==> config.mk <==
export PLATFORM = sky130hd
export DESIGN_NAME = adc_temperature_window_classifier
export DESIGN_NICKNAME = d
export VERILOG_FILES = /design/src/rtl/atwc_pkg.sv /design/src/rtl/adc_temperature_window_classifier.sv /design/src/rtl/atwc_front.sv /design/src/rtl/atwc_queue.sv /design/src/rtl/atwc_back.sv
export SDC_FILE = /design/constraint.sdc
export NUM_CORES = 1
export LEC_CHECK = 0
export ABC_AREA = 0
export ABC_CLOCK_PERIOD_IN_PS = 8200
export BUFFER_PORTS_ARGS = -buffer_cell sky130_fd_sc_hd__buf_2
export CAP_MARGIN = 20
export CORE_ASPECT_RATIO = 0.75
export CORE_MARGIN = 2
export CORE_UTILIZATION = 50
export CTS_CLUSTER_SIZE = 30
export DETAILED_ROUTE_END_ITERATION = 10
export GPL_TIMING_DRIVEN = 0
export HOLD_SLACK_MARGIN = 0.15
export PLACE_DENSITY = 0.66
export SYNTH_ARGS = -nofsm -noshare
export SYNTH_HDL_FRONTEND = slang
export SYNTH_SLANG_ARGS = --single-unit
==> constraint.sdc <==
create_clock -name clk -period 8.2 [get_ports clk]
set_input_delay 0.82 -clock clk [delete_from_list [all_inputs] [get_ports clk]]
set_output_delay 0.82 -clock clk [all_outputs]
set_load 0.1 [all_outputs]
==> src/rtl/atwc_pkg.sv <==
// ----------------------------------------------------------------------------
// atwc_pkg
// Types and constants shared by the temperature window classifier modules.
// ----------------------------------------------------------------------------
package atwc_pkg;

  localparam int RAW_W    = 32;
  localparam int CODE_LSB = 4;
  localparam int CODE_W   = 12;
  localparam int V_W      = 16;
  localparam int TEMP_W   = 7;
  localparam int SUM_W    = 14;
  localparam int CNT_W    = 7;
  localparam int DAC_W    = 10;
  localparam int LED_W    = 2;

  // Configuration port.
  localparam int CFG_IDX_W  = 3;
  localparam int CFG_DATA_W = 10;

  localparam logic [CFG_IDX_W-1:0] REG_HIGH_LIMIT = 3'd0;
  localparam logic [CFG_IDX_W-1:0] REG_MID_LIMIT  = 3'd1;
  localparam logic [CFG_IDX_W-1:0] REG_HIGH_DAC   = 3'd2;
  localparam logic [CFG_IDX_W-1:0] REG_MID_DAC    = 3'd3;
  localparam logic [CFG_IDX_W-1:0] REG_LOW_DAC    = 3'd4;

  localparam logic [TEMP_W-1:0] HIGH_LIMIT_RST = 7'd70;
  localparam logic [TEMP_W-1:0] MID_LIMIT_RST  = 7'd50;
  localparam logic [DAC_W-1:0]  HIGH_DAC_RST   = 10'd1023;
  localparam logic [DAC_W-1:0]  MID_DAC_RST    = 10'd605;
  localparam logic [DAC_W-1:0]  LOW_DAC_RST    = 10'd0;

  // Threshold table of the scaled code v = code * 10.
  localparam logic [V_W-1:0] V_T10  = 16'd1242;
  localparam logic [V_W-1:0] V_T11  = 16'd1365;
  localparam logic [V_W-1:0] V_T12  = 16'd1488;
  localparam logic [V_W-1:0] V_T13  = 16'd1611;
  localparam logic [V_W-1:0] V_T14  = 16'd1735;
  localparam logic [V_W-1:0] V_BASE = 16'd1243;
  localparam logic [V_W-1:0] V_TOP  = 16'd12435;

  localparam logic [TEMP_W-1:0] TEMP_OUT  = 7'd1;
  localparam logic [TEMP_W-1:0] TEMP_T10  = 7'd10;
  localparam logic [TEMP_W-1:0] TEMP_T11  = 7'd11;
  localparam logic [TEMP_W-1:0] TEMP_T12  = 7'd12;
  localparam logic [TEMP_W-1:0] TEMP_T13  = 7'd13;

  // Division by the step of 123 as a reciprocal multiply, exact for x < 2^14.
  localparam int              CLS_X_W     = 14;
  localparam int              CLS_RECIP_W = 15;
  localparam logic [CLS_RECIP_W-1:0] CLS_RECIP = 15'd17051;
  localparam int              CLS_SHIFT   = 21;

  // Division of the window sum by the window length.
  localparam int RECIP_W   = 22;
  localparam int DIV_SHIFT = 21;

  // Queue between the front and the back part.
  localparam int QDEPTH = 4;
  localparam int QPTR_W = 2;
  localparam int QCNT_W = 3;

  typedef enum logic [LED_W-1:0] {
    LED_NONE = 2'd0,
    LED_LOW  = 2'd1,
    LED_MID  = 2'd2,
    LED_HIGH = 2'd3
  } led_t;

  typedef struct packed {
    logic              valid;
    logic [TEMP_W-1:0] temp;
  } temp_item_t;

  typedef struct packed {
    logic [TEMP_W-1:0] high_limit;
    logic [TEMP_W-1:0] mid_limit;
    logic [DAC_W-1:0]  high_dac;
    logic [DAC_W-1:0]  mid_dac;
    logic [DAC_W-1:0]  low_dac;
  } band_cfg_t;

endpackage

==> src/rtl/adc_temperature_window_classifier.sv <==
// ----------------------------------------------------------------------------
// adc_temperature_window_classifier
// Maps converter words to temperatures, averages them over a window and
// holds the band's analog code and indicator until the next window closes.
// ----------------------------------------------------------------------------
// Path: an accepted item passes the input register, the queue, the
// accumulate stage, the divide stage and the result register, in that order.
// Throughput: one item per cycle while out_stall is low; the divide and
// threshold multipliers are each one registered stage, so nothing iterates.
// Reset clears the pipeline, queue, window sum, held outputs and restores
// the configuration registers to their default values.
module adc_temperature_window_classifier #(
  parameter int WINDOW = 100
) (
  input  logic                            clk,
  input  logic                            rst_n,
  input  logic                            in_valid,
  output logic                            in_stall,
  input  logic [atwc_pkg::RAW_W-1:0]      in_raw_word,
  output logic                            out_valid,
  input  logic                            out_stall,
  output logic [atwc_pkg::TEMP_W-1:0]     out_sample_temp,
  output logic                            out_window_done,
  output logic [atwc_pkg::TEMP_W-1:0]     out_avg_temp,
  output logic [atwc_pkg::DAC_W-1:0]      out_dac_code,
  output logic [atwc_pkg::LED_W-1:0]      out_led_select,
  input  logic                            cfg_valid,
  output logic                            cfg_ready,
  input  logic [atwc_pkg::CFG_IDX_W-1:0]  cfg_index,
  input  logic [atwc_pkg::CFG_DATA_W-1:0] cfg_data
);
  import atwc_pkg::*;

  band_cfg_t         cfg_r, cfg_nxt;
  temp_item_t        push;
  temp_item_t        head;
  logic              pop;
  logic [QCNT_W-1:0] q_count;

  assign cfg_ready = 1'b1;

  always_comb begin
    cfg_nxt = cfg_r;
    if (cfg_valid && cfg_ready) begin
      case (cfg_index)
        REG_HIGH_LIMIT: cfg_nxt.high_limit = cfg_data[TEMP_W-1:0];
        REG_MID_LIMIT:  cfg_nxt.mid_limit  = cfg_data[TEMP_W-1:0];
        REG_HIGH_DAC:   cfg_nxt.high_dac   = cfg_data[DAC_W-1:0];
        REG_MID_DAC:    cfg_nxt.mid_dac    = cfg_data[DAC_W-1:0];
        REG_LOW_DAC:    cfg_nxt.low_dac    = cfg_data[DAC_W-1:0];
        default:        cfg_nxt = cfg_r;
      endcase
    end
  end

  always_ff @(posedge clk) begin
    if (!rst_n) begin
      cfg_r.high_limit <= HIGH_LIMIT_RST;
      cfg_r.mid_limit  <= MID_LIMIT_RST;
      cfg_r.high_dac   <= HIGH_DAC_RST;
      cfg_r.mid_dac    <= MID_DAC_RST;
      cfg_r.low_dac    <= LOW_DAC_RST;
    end else begin
      cfg_r <= cfg_nxt;
    end
  end

  atwc_front u_front (
    .clk         (clk),
    .rst_n       (rst_n),
    .in_valid    (in_valid),
    .in_stall    (in_stall),
    .in_raw_word (in_raw_word),
    .q_count     (q_count),
    .push        (push)
  );

  atwc_queue u_queue (
    .clk   (clk),
    .rst_n (rst_n),
    .push  (push),
    .pop   (pop),
    .head  (head),
    .count (q_count)
  );

  atwc_back #(
    .WINDOW (WINDOW)
  ) u_back (
    .clk             (clk),
    .rst_n           (rst_n),
    .head            (head),
    .pop             (pop),
    .band_cfg        (cfg_r),
    .out_valid       (out_valid),
    .out_stall       (out_stall),
    .out_sample_temp (out_sample_temp),
    .out_window_done (out_window_done),
    .out_avg_temp    (out_avg_temp),
    .out_dac_code    (out_dac_code),
    .out_led_select  (out_led_select)
  );

endmodule

==> src/rtl/atwc_front.sv <==
// ----------------------------------------------------------------------------
// atwc_front
// Accepts converter words, scales the code by ten and maps it to a
// temperature, then pushes the temperature into the queue.
// ----------------------------------------------------------------------------
module atwc_front (
  input  logic                        clk,
  input  logic                        rst_n,
  input  logic                        in_valid,
  output logic                        in_stall,
  input  logic [atwc_pkg::RAW_W-1:0]  in_raw_word,
  input  logic [atwc_pkg::QCNT_W-1:0] q_count,
  output atwc_pkg::temp_item_t        push
);
  import atwc_pkg::*;

  logic                   f1_v_r, f1_v_nxt;
  logic [V_W-1:0]         f1_val_r;
  logic [CODE_W-1:0]      code;
  logic [V_W-1:0]         scaled;
  logic [CLS_X_W-1:0]     x;
  logic [CLS_X_W+CLS_RECIP_W-1:0] prod;
  logic [TEMP_W-1:0]      temp;
  logic                   accept;

  // The registered item always finds room, since the stall counts it as well.
  assign in_stall = ({1'b0, q_count} + {{QCNT_W{1'b0}}, f1_v_r}) >= (QCNT_W+1)'(QDEPTH);
  assign accept   = in_valid && !in_stall;
  assign f1_v_nxt = accept;

  assign code   = in_raw_word[CODE_LSB +: CODE_W];
  assign scaled = {1'b0, code, 3'b000} + {3'b000, code, 1'b0};

  always_ff @(posedge clk) begin
    if (!rst_n) begin
      f1_v_r <= 1'b0;
    end else begin
      f1_v_r <= f1_v_nxt;
    end
  end

  always_ff @(posedge clk) begin
    if (accept) begin
      f1_val_r <= scaled;
    end
  end

  // From 14 degrees upward the steps are a uniform 123 apart.
  assign x    = CLS_X_W'(f1_val_r - V_BASE);
  assign prod = x * CLS_RECIP;

  always_comb begin
    if (f1_val_r < V_T10 || f1_val_r >= V_TOP) begin
      temp = TEMP_OUT;
    end else if (f1_val_r < V_T11) begin
      temp = TEMP_T10;
    end else if (f1_val_r < V_T12) begin
      temp = TEMP_T11;
    end else if (f1_val_r < V_T13) begin
      temp = TEMP_T12;
    end else if (f1_val_r < V_T14) begin
      temp = TEMP_T13;
    end else begin
      temp = TEMP_T10 + prod[CLS_SHIFT +: TEMP_W];
    end
  end

  assign push.valid = f1_v_r;
  assign push.temp  = temp;

endmodule

==> src/rtl/atwc_queue.sv <==
// ----------------------------------------------------------------------------
// atwc_queue
// Short FIFO of sample temperatures between the front and the back part.
// ----------------------------------------------------------------------------
module atwc_queue (
  input  logic                        clk,
  input  logic                        rst_n,
  input  atwc_pkg::temp_item_t        push,
  input  logic                        pop,
  output atwc_pkg::temp_item_t        head,
  output logic [atwc_pkg::QCNT_W-1:0] count
);
  import atwc_pkg::*;

  logic [TEMP_W-1:0] mem [QDEPTH];
  logic [QPTR_W-1:0] wr_ptr_r, wr_ptr_nxt;
  logic [QPTR_W-1:0] rd_ptr_r, rd_ptr_nxt;
  logic [QCNT_W-1:0] count_r, count_nxt;

  always_comb begin
    wr_ptr_nxt = push.valid ? wr_ptr_r + 1'b1 : wr_ptr_r;
    rd_ptr_nxt = pop ? rd_ptr_r + 1'b1 : rd_ptr_r;
    count_nxt  = count_r + {{(QCNT_W-1){1'b0}}, push.valid}
                         - {{(QCNT_W-1){1'b0}}, pop};
  end

  always_ff @(posedge clk) begin
    if (!rst_n) begin
      wr_ptr_r <= '0;
      rd_ptr_r <= '0;
      count_r  <= '0;
    end else begin
      wr_ptr_r <= wr_ptr_nxt;
      rd_ptr_r <= rd_ptr_nxt;
      count_r  <= count_nxt;
    end
  end

  always_ff @(posedge clk) begin
    if (push.valid) begin
      mem[wr_ptr_r] <= push.temp;
    end
  end

  assign head.valid = (count_r != '0);
  assign head.temp  = mem[rd_ptr_r];
  assign count      = count_r;

endmodule

==> src/rtl/atwc_back.sv <==
// ----------------------------------------------------------------------------
// atwc_back
// Sums temperatures over the window, divides the closing sum by the window
// length, selects the band and drives the result register.
// ----------------------------------------------------------------------------
module atwc_back #(
  parameter int WINDOW = 100
) (
  input  logic                        clk,
  input  logic                        rst_n,
  input  atwc_pkg::temp_item_t        head,
  output logic                        pop,
  input  atwc_pkg::band_cfg_t         band_cfg,
  output logic                        out_valid,
  input  logic                        out_stall,
  output logic [atwc_pkg::TEMP_W-1:0] out_sample_temp,
  output logic                        out_window_done,
  output logic [atwc_pkg::TEMP_W-1:0] out_avg_temp,
  output logic [atwc_pkg::DAC_W-1:0]  out_dac_code,
  output logic [atwc_pkg::LED_W-1:0]  out_led_select
);
  import atwc_pkg::*;

  localparam logic [RECIP_W-1:0] Recip =
    RECIP_W'((2 ** DIV_SHIFT + WINDOW - 1) / WINDOW);

  logic [SUM_W-1:0]  sum_r, sum_nxt;
  logic [CNT_W-1:0]  cnt_r, cnt_nxt;
  logic [SUM_W-1:0]  sum_add;
  logic              closes;

  logic              b1_v_r;
  logic [TEMP_W-1:0] b1_temp_r;
  logic              b1_done_r;
  logic [SUM_W-1:0]  b1_sum_r;

  logic              b2_v_r;
  logic [TEMP_W-1:0] b2_temp_r;
  logic              b2_done_r;
  logic [SUM_W-1:0]  b2_avg_r;

  logic              out_v_r;
  logic [TEMP_W-1:0] out_temp_r;
  logic              out_done_r;
  logic [TEMP_W-1:0] out_avg_r;
  logic [DAC_W-1:0]  out_dac_r;
  led_t              out_led_r;

  logic [SUM_W+RECIP_W-1:0] prod;
  logic              out_free, b2_free, b1_free, b2_adv, b1_adv;
  logic [DAC_W-1:0]  band_dac;
  led_t              band_led;

  assign out_free = !out_v_r || !out_stall;
  assign b2_adv   = b2_v_r && out_free;
  assign b2_free  = !b2_v_r || out_free;
  assign b1_adv   = b1_v_r && b2_free;
  assign b1_free  = !b1_v_r || b2_free;
  assign pop      = head.valid && b1_free;

  // Accumulate at the pop; a closing item hands its sum on and restarts.
  assign sum_add = sum_r + {{(SUM_W-TEMP_W){1'b0}}, head.temp};
  assign closes  = (cnt_r + 1'b1) == CNT_W'(WINDOW);

  always_comb begin
    sum_nxt = sum_r;
    cnt_nxt = cnt_r;
    if (pop) begin
      sum_nxt = closes ? '0 : sum_add;
      cnt_nxt = closes ? '0 : cnt_r + 1'b1;
    end
  end

  assign prod = b1_sum_r * Recip;

  always_comb begin
    if (b2_avg_r >= {{(SUM_W-TEMP_W){1'b0}}, band_cfg.high_limit}) begin
      band_dac = band_cfg.high_dac;
      band_led = LED_HIGH;
    end else if (b2_avg_r >= {{(SUM_W-TEMP_W){1'b0}}, band_cfg.mid_limit}) begin
      band_dac = band_cfg.mid_dac;
      band_led = LED_MID;
    end else begin
      band_dac = band_cfg.low_dac;
      band_led = LED_LOW;
    end
  end

  always_ff @(posedge clk) begin
    if (!rst_n) begin
      sum_r      <= '0;
      cnt_r      <= '0;
      b1_v_r     <= 1'b0;
      b2_v_r     <= 1'b0;
      out_v_r    <= 1'b0;
      out_avg_r  <= '0;
      out_dac_r  <= '0;
      out_led_r  <= LED_NONE;
    end else begin
      sum_r <= sum_nxt;
      cnt_r <= cnt_nxt;
      if (b1_free) begin
        b1_v_r <= pop;
      end
      if (b2_free) begin
        b2_v_r <= b1_v_r;
      end
      if (out_free) begin
        out_v_r <= b2_v_r;
      end
      // The held fields keep their value until a window closes.
      if (b2_adv && b2_done_r) begin
        out_avg_r <= b2_avg_r[TEMP_W-1:0];
        out_dac_r <= band_dac;
        out_led_r <= band_led;
      end
    end
  end

  always_ff @(posedge clk) begin
    if (pop) begin
      b1_temp_r <= head.temp;
      b1_done_r <= closes;
      b1_sum_r  <= sum_add;
    end
    if (b1_adv) begin
      b2_temp_r <= b1_temp_r;
      b2_done_r <= b1_done_r;
      b2_avg_r  <= prod[DIV_SHIFT +: SUM_W];
    end
    if (b2_adv) begin
      out_temp_r <= b2_temp_r;
      out_done_r <= b2_done_r;
    end
  end

  assign out_valid       = out_v_r;
  assign out_sample_temp = out_temp_r;
  assign out_window_done = out_done_r;
  assign out_avg_temp    = out_avg_r;
  assign out_dac_code    = out_dac_r;
  assign out_led_select  = out_led_r;

endmodule
-- Word level (Yosys, flattened, before mapping)
Memories as Yosys holds them, arrays and structs flattened. A register that Yosys moved wholly into a read port is not among the register bits.
Index checks and enable logic that the tools add are counted.
- bits in registers: 157
- memory bits (writable): 28
- input port bits: 50
- output and inout bits: 30
- word-level logic and storage cells: 89
- memories kept: 1
- add/subtract/negate cells: 10
- $mul: 2
- order comparisons: 9
- equality and inequality tests: 5
- multiplexer cells: 15
- reductions and logical operators: 21
- memory list (name ; words ; bits a word ; read ports ; clocked after memory_dff ; write ports ; RTL line ; text):
    u_queue.mem ; 4 ; 7 ; 1 ; 1 ; 1 ; atwc_queue.sv:15 ; logic [TEMP_W-1:0] mem [QDEPTH];
- operator list (kind ; count):
    16-bit by 11-bit < comparator with 1-bit output, second input constant ; 5
    7-bit 2-to-1 mux ; 6
    14-bit by 15-bit multiplier with 28-bit output, second input constant ; 1
    14-bit by 13-bit multiplier with 27-bit output, second input constant ; 1
    10-bit 2-to-1 mux ; 2
    15-bit by 13-bit adder with 16-bit output ; 1
    16-bit by 14-bit greater-or-equal comparator with 1-bit output, second input constant ; 1
    8-bit by 7-bit greater-or-equal comparator with 1-bit output ; 2
    14-bit by 7-bit adder with 14-bit output ; 1
    14-bit 2-to-1 mux ; 1
    14-bit by 11-bit subtractor with 14-bit output, second input constant ; 1
    2-bit AND reduction ; 5
    2-bit 2-to-1 mux ; 4
    4-bit by 7-bit adder with 7-bit output, first input constant ; 1
    7-bit by 1-bit adder with 7-bit output, second input constant ; 1
    7-bit == test, second input constant ; 1
    3-bit by 2-bit == test with 1-bit output, second input constant ; 2
    1-bit logical AND ; 5
    1-bit zero test ; 5
    2-bit by 1-bit adder with 2-bit output, second input constant ; 2
    3-bit by 1-bit adder with 4-bit output ; 1
    4-bit by 3-bit greater-or-equal comparator with 1-bit output, second input constant ; 1
    1-bit logical OR ; 4
    3-bit by 1-bit adder with 3-bit output ; 1
    6 further kinds ; 7

-- Logic depth before layout (Yosys ltp)
Gate-level depths: netlist (run 1).
- word-level depth: 8
- gate-level depth with buffers: 27
- gate-level depth less buffers: 27

-- Modules after synthesis
Synthesis (run 1) repeated with hierarchy kept, for this count alone.
- cells, all modules: 1488
- area, all modules: 15309.7 sq um
- modules (own cells, without submodules) (module ; instances ; cells an instance ; area an instance (sq um) ; sequential area each (sq um)):
    atwc_back ; 1 ; 699 ; 7294.5 ; 2242.2
    atwc_front ; 1 ; 538 ; 4787.1 ; 470.5
    adc_temperature_window_classifier ; 1 ; 172 ; 1776.7 ; 880.8
    atwc_queue ; 1 ; 79 ; 1451.4 ; 1021.0

-- Worst setup path after synthesis (run 1)
Ideal clock, no wire load.
- path type: reg2reg
- from: register u_front.f1_val_r[3]
- to: memory u_queue.mem[0][6] (data pin)
- setup time: 179 ps
- arrival time: 6732 ps
- data required time: 8021 ps
- slack: 1289 ps
- cell stages (with the launch flop): 25
- path buffers: 0
- period minus slack after synthesis: 6911 ps
- path through: edfxtp_1 ha_1 a21oi_1 o21ai_0 a21oi_1 xor2_1 ha_1 ha_1 inv_1 fa_1 fa_1 inv_1 fa_1 ha_1 ha_1 nand2_1 or4b_4 or4_4 a211oi_2 o21ai_0 a32oi_2 nor3_2 and3_1 or3_1 a21oi_1
- RTL lines (what ; RTL line ; text):
    start, declared ; atwc_front.sv:18 ; logic [V_W-1:0] f1_val_r;
    start signal, assigned ; atwc_front.sv:44 ; f1_val_r <= scaled;
    end, declared ; atwc_queue.sv:15 ;

==> results of run 1 <==
-- final cells by class --
cell class,instances,share of cell area (%)
multi-input cells,972,55.96
repair buffers,58,1.813
well taps,392,3.038
inverters,260,6.044
clock buffers,17,2.635
diodes,1,0.01550
flip-flops and latches,186,28.58
plain buffers,34,0.8214
clock inverters,15,1.100
-- logic make-up after synthesis --
family,share of synthesized area [%]
muxes,1.818
DFF,31.33
other,0.02546
adders and majority gates,35.90
xor gates and xnor gates,3.143
buffers and inverters,7.518
and+or+nand+nor,10.75
AOI/OAI and AO/OA,9.523
-- worst max-delay path, stage by stage, from the launching register on --
cell	delay, ps
edfxtp_1	510
ha_1	290
a21oi_1	250
o21ai_0	170
a21oi_1	290
xor2_1	350
ha_1	340
ha_1	290
inv_1	50
fa_1	510
fa_1	550
inv_1	50
fa_1	480
ha_1	310
ha_1	300
nand2_1	80
or4b_4	540
or4_1	520
a21oi_1	300
nor4b_2	110
o21a_1	230
nor3_2	210
a21oi_1	110
or3_1	360
a21oi_1	270
-- flip-flops by register name, indices dropped and copies added, names as in the netlist, 8 cells and up, named ones only --
register             cells
u_back.out_dac_code     10
u_back.sum_r            14
u_front.f1_val_r        15
u_back.b1_sum_r         14
u_queue.mem             28
cfg_r                   44
u_back.b2_avg_r          8
-- repair_timing --
action | 4_1_cts | 5_1_grt
endpoints found under the setup margin | 0 | 12
hold buffers | 0 | 0
gates resized for setup | 0 | 4
-- through the flow --
stage	worst slack [ps]	cell area (sq um)	cells	hold slack (ps)	utilization, %
2_1_floorplan	1289	14730	1452	400.3	-
3_3_place_gp	224.5	15500	1901	402.2	53.37
3_5_place_dp	146.7	15520	1902	405.4	53.41
4_1_cts	102.5	16120	1934	426.2	55.48
5_1_grt	6.082	16140	1934	430.3	55.57
6_report	525.0	16150	1935	424.2	55.58
-- cell usage after synthesis, types with 9 or more instances --
| library cell | instances |
|---|---|
| o21ai_0 | 43 |
| ha_1 | 253 |
| o221ai_1 | 10 |
| a21o_1 | 23 |
| o21a_1 | 13 |
| xor2_1 | 21 |
| fa_1 | 106 |
| nor2b_1 | 19 |
| and3_1 | 11 |
| a31oi_1 | 9 |
| a21boi_0 | 39 |
| nand2b_1 | 9 |
| mux2i_1 | 11 |
| nand2_1 | 142 |
| dfxtp_1 | 97 |
| nand3_1 | 58 |
| inv_1 | 258 |
| and2_1 | 18 |
| clkbuf_1 | 30 |
| a21oi_1 | 41 |
| edfxtp_1 | 89 |
| nor2_1 | 35 |
| xnor2_1 | 30 |
-- per-layer routing --
metal	share of wire, %	wire length, um
met5	0	0
met1	52	15350
met2	43	12770
met4	0.85	252
met3	4.1	1220
-- worst min-delay path by stage --
stage | depth (start not counted) | startpoint | endpoint
after floorplan | 0 | u_back.b1_done_r | u_back.b2_done_r
after global placement | 0 | u_back.b1_done_r | u_back.b2_done_r
after detailed placement | 0 | u_back.b1_done_r | u_back.b2_done_r
after CTS | 0 | u_back.b1_done_r | u_back.b2_done_r
after global routing | 0 | u_back.b1_temp_r[2] | u_back.b2_temp_r[2]
final | 0 | u_back.b2_temp_r[5] | u_back.out_sample_temp[5]
==> summary.txt, run 1 <==
status: complete, no violations
Worst-Skew Late Latency: 450 ps
crit path kind: flop to flop
crit path from: u_front.f1_val_r[3]
Final Wtd Congestion: 0.8476
TritonCTS clock tree: built
Vias: 9954
ys flop type: dfxtp_1
critical path fanouts, max: 8
first-pass GRT wire length: 49780 um
Avg Cell Area, Syn: 10.14 sq um
Worst setup endpoint: u_queue.mem[3][6]
area of the die: 0.03086 sq mm
clk sinks: 186
final setup TNS: 0 ps
Async SR Flop Fraction: 0%
nets@finish: 1938
unrepaired setup endpoints after global routing: no
routed len/inst: 15.29 um
Overall Global Routing Usage: 20.17%
hpwl dp: 23860 um
most frequent cells in the layout: inv_1, ha_1, nand2_1, fa_1, dfxtp_1
met2 usage: 31.40%
vias in the first global route: 9974
busiest grt layer: met2
DRC violation count after routing: 0
Peak Freq: 130.3 MHz
max-slew violation count: 0
FF-to-FF End: u_queue.mem[3][6]
Filler Cell Count: 2579
final setup vio count: 0
post-synthesis net count: 1861
Critical Path Start Type: flop
Setup Fix Bufs, Post-CTS: 0
register area share after synthesis: 31.33%
Post-synth EDFFs: 89
setup slack, reg-to-reg: 520 ps
standard-cell rows: 54
starting density of the core: 50.70%
Area Growth Syn to Fin: 9.624%
mapped cell area: 0.01473 sq mm
Synth cell types: 64
worst hold path class: flop to flop
Via density: 5.144
initial antenna violation count: 0
DRT Pass-1 Iters: 4
ratio of cells with drive above 1 in the final layout: 7.912%
Slew HR: 35.96%
total wire length: 29590 um
maxcap violations: 0
Area contributors post-synth: ha_1, edfxtp_1, fa_1
met3 GRT Util: 2.951%
synth warn: 0
total area of sequential cells: 0.004614 sq mm
Synth top area share: 21.49%
die width: 202.2 um
flop and latch count out of synthesis: 186
largest net degree at the start of global routing: 33
Cells after Synth: 1452
Reg-to-Reg Start: u_front.f1_val_r[3]
Least-Margin Pin Slew: 956.2 ps
Critical Path RT: 8450 ps
Ports: 80
Worst Reg-to-Reg Cells: 24
antenna viol nets, final: 0
Die H: 152.6 um
core area: 0.02905 sq mm
final setup skew: 16.96 ps
crit path DAT: 7920 ps
final hold violation count: 0
CTS Buf Count: 17
H-tree levels: 4
most common cell after layout, fill and taps aside: inv_1
grt total ovfl: 0
Multi-input gate area: 0.009035 sq mm
Clock Root Buffer: clkbuf_16
largest area contributor in the netlist: ha_1
CTS clk-pin slew, worst paths: 80 ps
post-layout min period: 7675 ps
Worst setup EP type: flop
initial DRC count: 553
clk buf depth: 2
met1 global-route usage: 30.02%
crit share post-route: 93.60%
Port Buffers: 57
Power of run 1 is left out: the tool's default activity adds up to more than one toggle a clock period on the data nets, which glitch-free logic cannot reach.
==> run 2: changes to the inputs <==
- RECOVER_POWER: not set -> 50
==> summary.txt, run 2 (synthesis gave the netlist of run 1 again) <==
status: complete, but fails checks
violated checks: capacitance limit, slew limit
worst hold path class: flop to flop
Slew HR: -12.27% (-48 points)
H-tree levels: 4 (unchanged)
cts hold-fix bufs: 0 (unchanged)
hpwl dp: 23860 um (unchanged)
total wire length: 29610 um (about the same)
initial DRC count: 577 (+4.3%)
final setup TNS: 0 ps (unchanged)
Peak Freq: 130.1 MHz (-0.13%)
Clock Root Buffer: clkbuf_16
critical path fanouts, max: 8 (unchanged)
final setup vio count: 0 (unchanged)
unrepaired setup endpoints after global routing: no
DRT Pass-1 Iters: 4 (unchanged)
DRC violation count after routing: 0 (unchanged)
crit share post-route: 93.72% (+0.12 points)
Regs by FF count: cfg_r: 44 flops, u_queue.mem: 28 flops, u_front.f1_val_r: 15 flops
Setup Fix Bufs, Post-CTS: 0 (unchanged)
max-slew violation count: 17 (+17)
antenna viol nets, final: 0 (unchanged)
Worst-Skew Late Latency: 450 ps (about the same)
Ports: 80 (unchanged)
routed len/inst: 15.31 um (+0.13%)
core area: 0.02905 sq mm (unchanged)
diodes inserted: 0 (-1)
die width: 202.2 um (unchanged)
Least-Margin Pin Slew: 1681 ps (+724.4 ps)
clk sinks: 186 (unchanged)
Critical Path Start Type: flop
standard-cell rows: 54 (unchanged)
most common cell after layout, fill and taps aside: inv_1
CTS clk-pin slew, worst paths: 80 ps (about the same)
Critical Path RT: 8450 ps (about the same)
initial antenna violation count: 0 (unchanged)
clk buf depth: 2 (unchanged)
starting density of the core: 50.70% (unchanged)
Port Buffers: 57 (unchanged)
crit path DAT: 7930 ps (about the same)
grt total ovfl: 0 (unchanged)
Area Growth Syn to Fin: 9.395%
Die H: 152.6 um (unchanged)
Largest register FFs: 44 (unchanged)
largest net degree at the start of global routing: 33 (unchanged)
Overall Global Routing Usage: 20.17% (unchanged)
CTS Buf Count: 17 (unchanged)
Worst setup EP type: flop
first-pass GRT wire length: 49780 um (unchanged)
final hold violation count: 0 (unchanged)
Top reg by flops: cfg_r
Resize count post-CTS: 0 (unchanged)
area of the die: 0.03086 sq mm (unchanged)
vias in the first global route: 9974 (unchanged)
TritonCTS clock tree: built
Via density: 5.143 (about the same)
most frequent cells in the layout: inv_1, ha_1, nand2_1, fa_1, dfxtp_1
nets@finish: 1938 (unchanged)
Final Wtd Congestion: 0.8476 (unchanged)
maxcap violations: 1 (+1)
crit path kind: flop to flop
ratio of cells with drive above 1 in the final layout: 6.355% (-1.6 points)
final setup skew: 17.48 ps (+0.5233 ps)
post-layout min period: 7685 ps (+9.887 ps)
Vias: 9946 (-0.080%)
run 2: through the flow:
stage | worst slack [ps] | hold slack, ps | std cells | util (%) | cell area (sq um)
6_report | 515.1 | 424.3 | 1934 | 55.46 | 16110
5_1_grt | 6.082 | 430.3 | 1934 | 55.46 | 16110
4_1_cts | 102.5 | 426.2 | 1934 | 55.48 | 16120
3_5_place_dp | 146.7 | 405.4 | 1902 | 53.41 | 15520
3_3_place_gp | 224.5 | 402.2 | 1901 | 53.37 | 15500
2_1_floorplan | 1289 | 400.3 | 1452 | - | 14730
run 2: per-layer routing:
| metal | GRT usage (%) | part of all wire [%] | up-vias |
|---|---|---|---|
| met4 | 3.997 | 0.85 | 0 |
| met3 | 2.951 | 3.9 | 17 |
| met5 | 0 | 0 | - |
| li1 | - | - | 5018 |
| met1 | 30.02 | 52 | 4755 |
| met2 | 31.40 | 43 | 156 |
run 2: path summary, 6_finish.rpt:
| kind | depth (start not counted) | to | start | slack, ps |
|---|---|---|---|---|
| worst min register to register | 0 | u_back.out_sample_temp[5] | u_back.b2_temp_r[5] | 420 |
| worst min-delay path | 0 | u_back.out_sample_temp[5] | u_back.b2_temp_r[5] | 420 |
| worst max register to register | 24 | u_queue.mem[3][6] | u_front.f1_val_r[3] | 520 |
| worst max-delay path | 24 | u_queue.mem[3][6] | u_front.f1_val_r[3] | 520 |
run 2: cell type report:
class,instances,area (sq um)
Buffer,34,132.6
Tap cell,392,490.5
Multi-Input combinational cell,972,9032
Clock buffer,17,425.4
Inverter,260,975.9
Timing Repair Buffer,58,264.0
Clock inverter,15,177.7
Fill cell,2592,12940
Sequential cell,186,4614
run 2: worst max-delay path, stage by stage, from the launching register on:
cell	delay [ps]
edfxtp_1	510
ha_1	290
a21oi_1	250
o21ai_0	170
a21oi_1	290
xor2_1	350
ha_1	340
ha_1	290
inv_1	50
fa_1	510
fa_1	550
inv_1	50
fa_1	480
ha_1	310
ha_1	300
nand2_1	80
or4b_4	540
or4_1	520
a21oi_1	310
nor4b_2	110
o21a_1	230
nor3_2	210
a21oi_1	110
or3_1	350
a21oi_1	270
Power of run 2 is left out for the same reason.
==> run 3: changes to the inputs <==
- CORE_ASPECT_RATIO: 0.75 -> 0.8
- TNS_END_PERCENT: not set -> 100
==> summary.txt, run 3 (synthesis gave the netlist of run 1 again) <==
Hold Slack: 420.0 ps (-4.258 ps)
crit share post-route: 93.97% (+0.25 points)
initial antenna violation count: 0 (unchanged)
DRT Pass-1 Iters: 5 (+1)
worst hold path class: flop to flop
Overall Global Routing Usage: 20.23% (+0.056 points)
routed len/inst: 15.25 um (-0.42%)
grt total ovfl: 0 (unchanged)
Critical Path RT: 8430 ps (-20 ps)
Slew HR: -12.04% (+0.23 points)
nets@finish: 1938 (unchanged)
Crit path max-delay family: adder cells
core area: 0.02915 sq mm (+0.33%)
die width: 195.9 um (-3.1%)
status: complete, but fails checks
CTS Buf Count: 17 (unchanged)
Top reg by flops: cfg_r
unrepaired setup endpoints after global routing: no
Area Growth Syn to Fin: 9.242%
vias in the first global route: 9975 (+0.010%)
Worst path slowest cell: fa_1
Vias: 9952 (+0.060%)
ratio of cells with drive above 1 in the final layout: 6.096% (-0.26 points)
largest net degree at the start of global routing: 33 (unchanged)
Largest register FFs: 44 (unchanged)
Filler Cell Count: 2595 (+0.12%)
first-pass GRT wire length: 49320 um (-0.93%)
setup slack, reg-to-reg: 490 ps (-20 ps)
Final Wtd Congestion: 0.8383 (-1.1%)
antenna viol nets, final: 0 (unchanged)
total wire length: 29260 um (-1.2%)
H-tree levels: 4 (unchanged)
final setup vio count: 0 (unchanged)
crit path kind: flop to flop
total area of sequential cells: 0.004614 sq mm (unchanged)
Peak Freq: 129.8 MHz (-0.26%)
diodes inserted: 0 (unchanged)
clk buf depth: 2 (unchanged)
hpwl dp: 23400 um (-1.9%)
critical path fanouts, max: 8 (unchanged)
worst slack at placement: 317.3 ps (+170.5 ps)
worst-path cell chain: ha_1, a21oi_1, o21ai_0, a21oi_1, xor2_1, ha_1, ha_1, inv_1, fa_1, fa_1, inv_1, fa_1, ha_1, ha_1, nand2_1, or4b_4, or4_1, a21oi_1, nor4b_1, o21a_1, nor3_2, a21oi_1, or3_1, a21oi_1
CP max stage delay: 560 ps (about the same)
final hold violation count: 0 (unchanged)
final setup skew: 8.608 ps (-8.872 ps)
DRC violation count after routing: 0 (unchanged)
cts hold-fix bufs: 0 (unchanged)
violated checks: capacitance limit, slew limit
post-layout min period: 7705 ps (+20.28 ps)
TritonCTS clock tree: built
clk sinks: 186 (unchanged)
setup ws final: 494.8 ps (-20.28 ps)
starting density of the core: 50.53% (-0.17 points)
max-slew violation count: 17 (unchanged)
CTS clk-pin slew, worst paths: 70 ps (about the same)
Setup Fix Bufs, Post-CTS: 0 (unchanged)
Ports: 80 (unchanged)
Worst-Skew Late Latency: 440 ps (about the same)
most frequent cells in the layout: inv_1, ha_1, nand2_1, fa_1, dfxtp_1
initial DRC count: 440 (-24%)
Multi-input gate area: 0.009012 sq mm (-0.22%)
area of the die: 0.03086 sq mm (about the same)
Port Buffers: 57 (unchanged)
Least-Margin Pin Slew: 1677 ps (-3.493 ps)
final setup TNS: 0 ps (unchanged)
Via density: 5.186 (+0.84%)
Resize count post-CTS: 0 (unchanged)
maxcap violations: 1 (unchanged)
Regs by FF count: cfg_r: 44 flops, u_queue.mem: 28 flops, u_front.f1_val_r: 15 flops
standard-cell rows: 56 (+3.7%)
crit path DAT: 7940 ps (about the same)
Critical Path Start Type: flop
Die H: 157.5 um (+3.2%)
Clock Root Buffer: clkbuf_16
most common cell after layout, fill and taps aside: inv_1
Worst setup EP type: flop
Worst Path Buf+Inv: 2 (unchanged)
[run 3: changes by cell type in the layout (fill, tap and decap cells not counted), moves of 2 or more]
cell / before / now
clkinv_8: 2 / 0
inv_8: 4 / 0
inv_12: 3 / 0
clkinvlp_4: 1 / 3
bufinv_16: 0 / 3
clkbuf_1: 53 / 55
[run 3: path summary, 6_finish.rpt]
kind,startpoint,cells past startpoint,endpoint
worst max-delay path,u_front.f1_val_r[3],24,u_queue.mem[3][6]
worst min-delay path,u_back.b1_done_r,0,u_back.b2_done_r
worst max register to register,u_front.f1_val_r[3],24,u_queue.mem[3][6]
worst min register to register,u_back.b1_done_r,0,u_back.b2_done_r
[run 3: per-layer routing]
layer  track usage [%]  share of wire (%)
met5                 0                  0
met4             3.608               0.69
met3             3.321                4.1
met2             33.66                 45
met1             28.28                 50
[run 3: area by class of cell]
cell class	instances	area share, %
multi-input cells	972	56.01
flip-flops and latches	186	28.68
inverters	260	6.065
well taps	377	2.932
clock buffers	21	2.869
repair buffers	58	1.649
clock inverters	11	0.9720
plain buffers	34	0.8243
[run 3: per-stage QoR]
| step | cells | util (%) | area [sq um] |
|---|---|---|---|
| floorplan | 1452 | - | 14730 |
| global placement | 1886 | 53.13 | 15490 |
| detailed placement | 1887 | 53.17 | 15500 |
| CTS | 1919 | 55.29 | 16120 |
| global route | 1919 | 55.20 | 16090 |
| finish | 1919 | 55.20 | 16090 |
Power of run 3 is left out for the same reason.
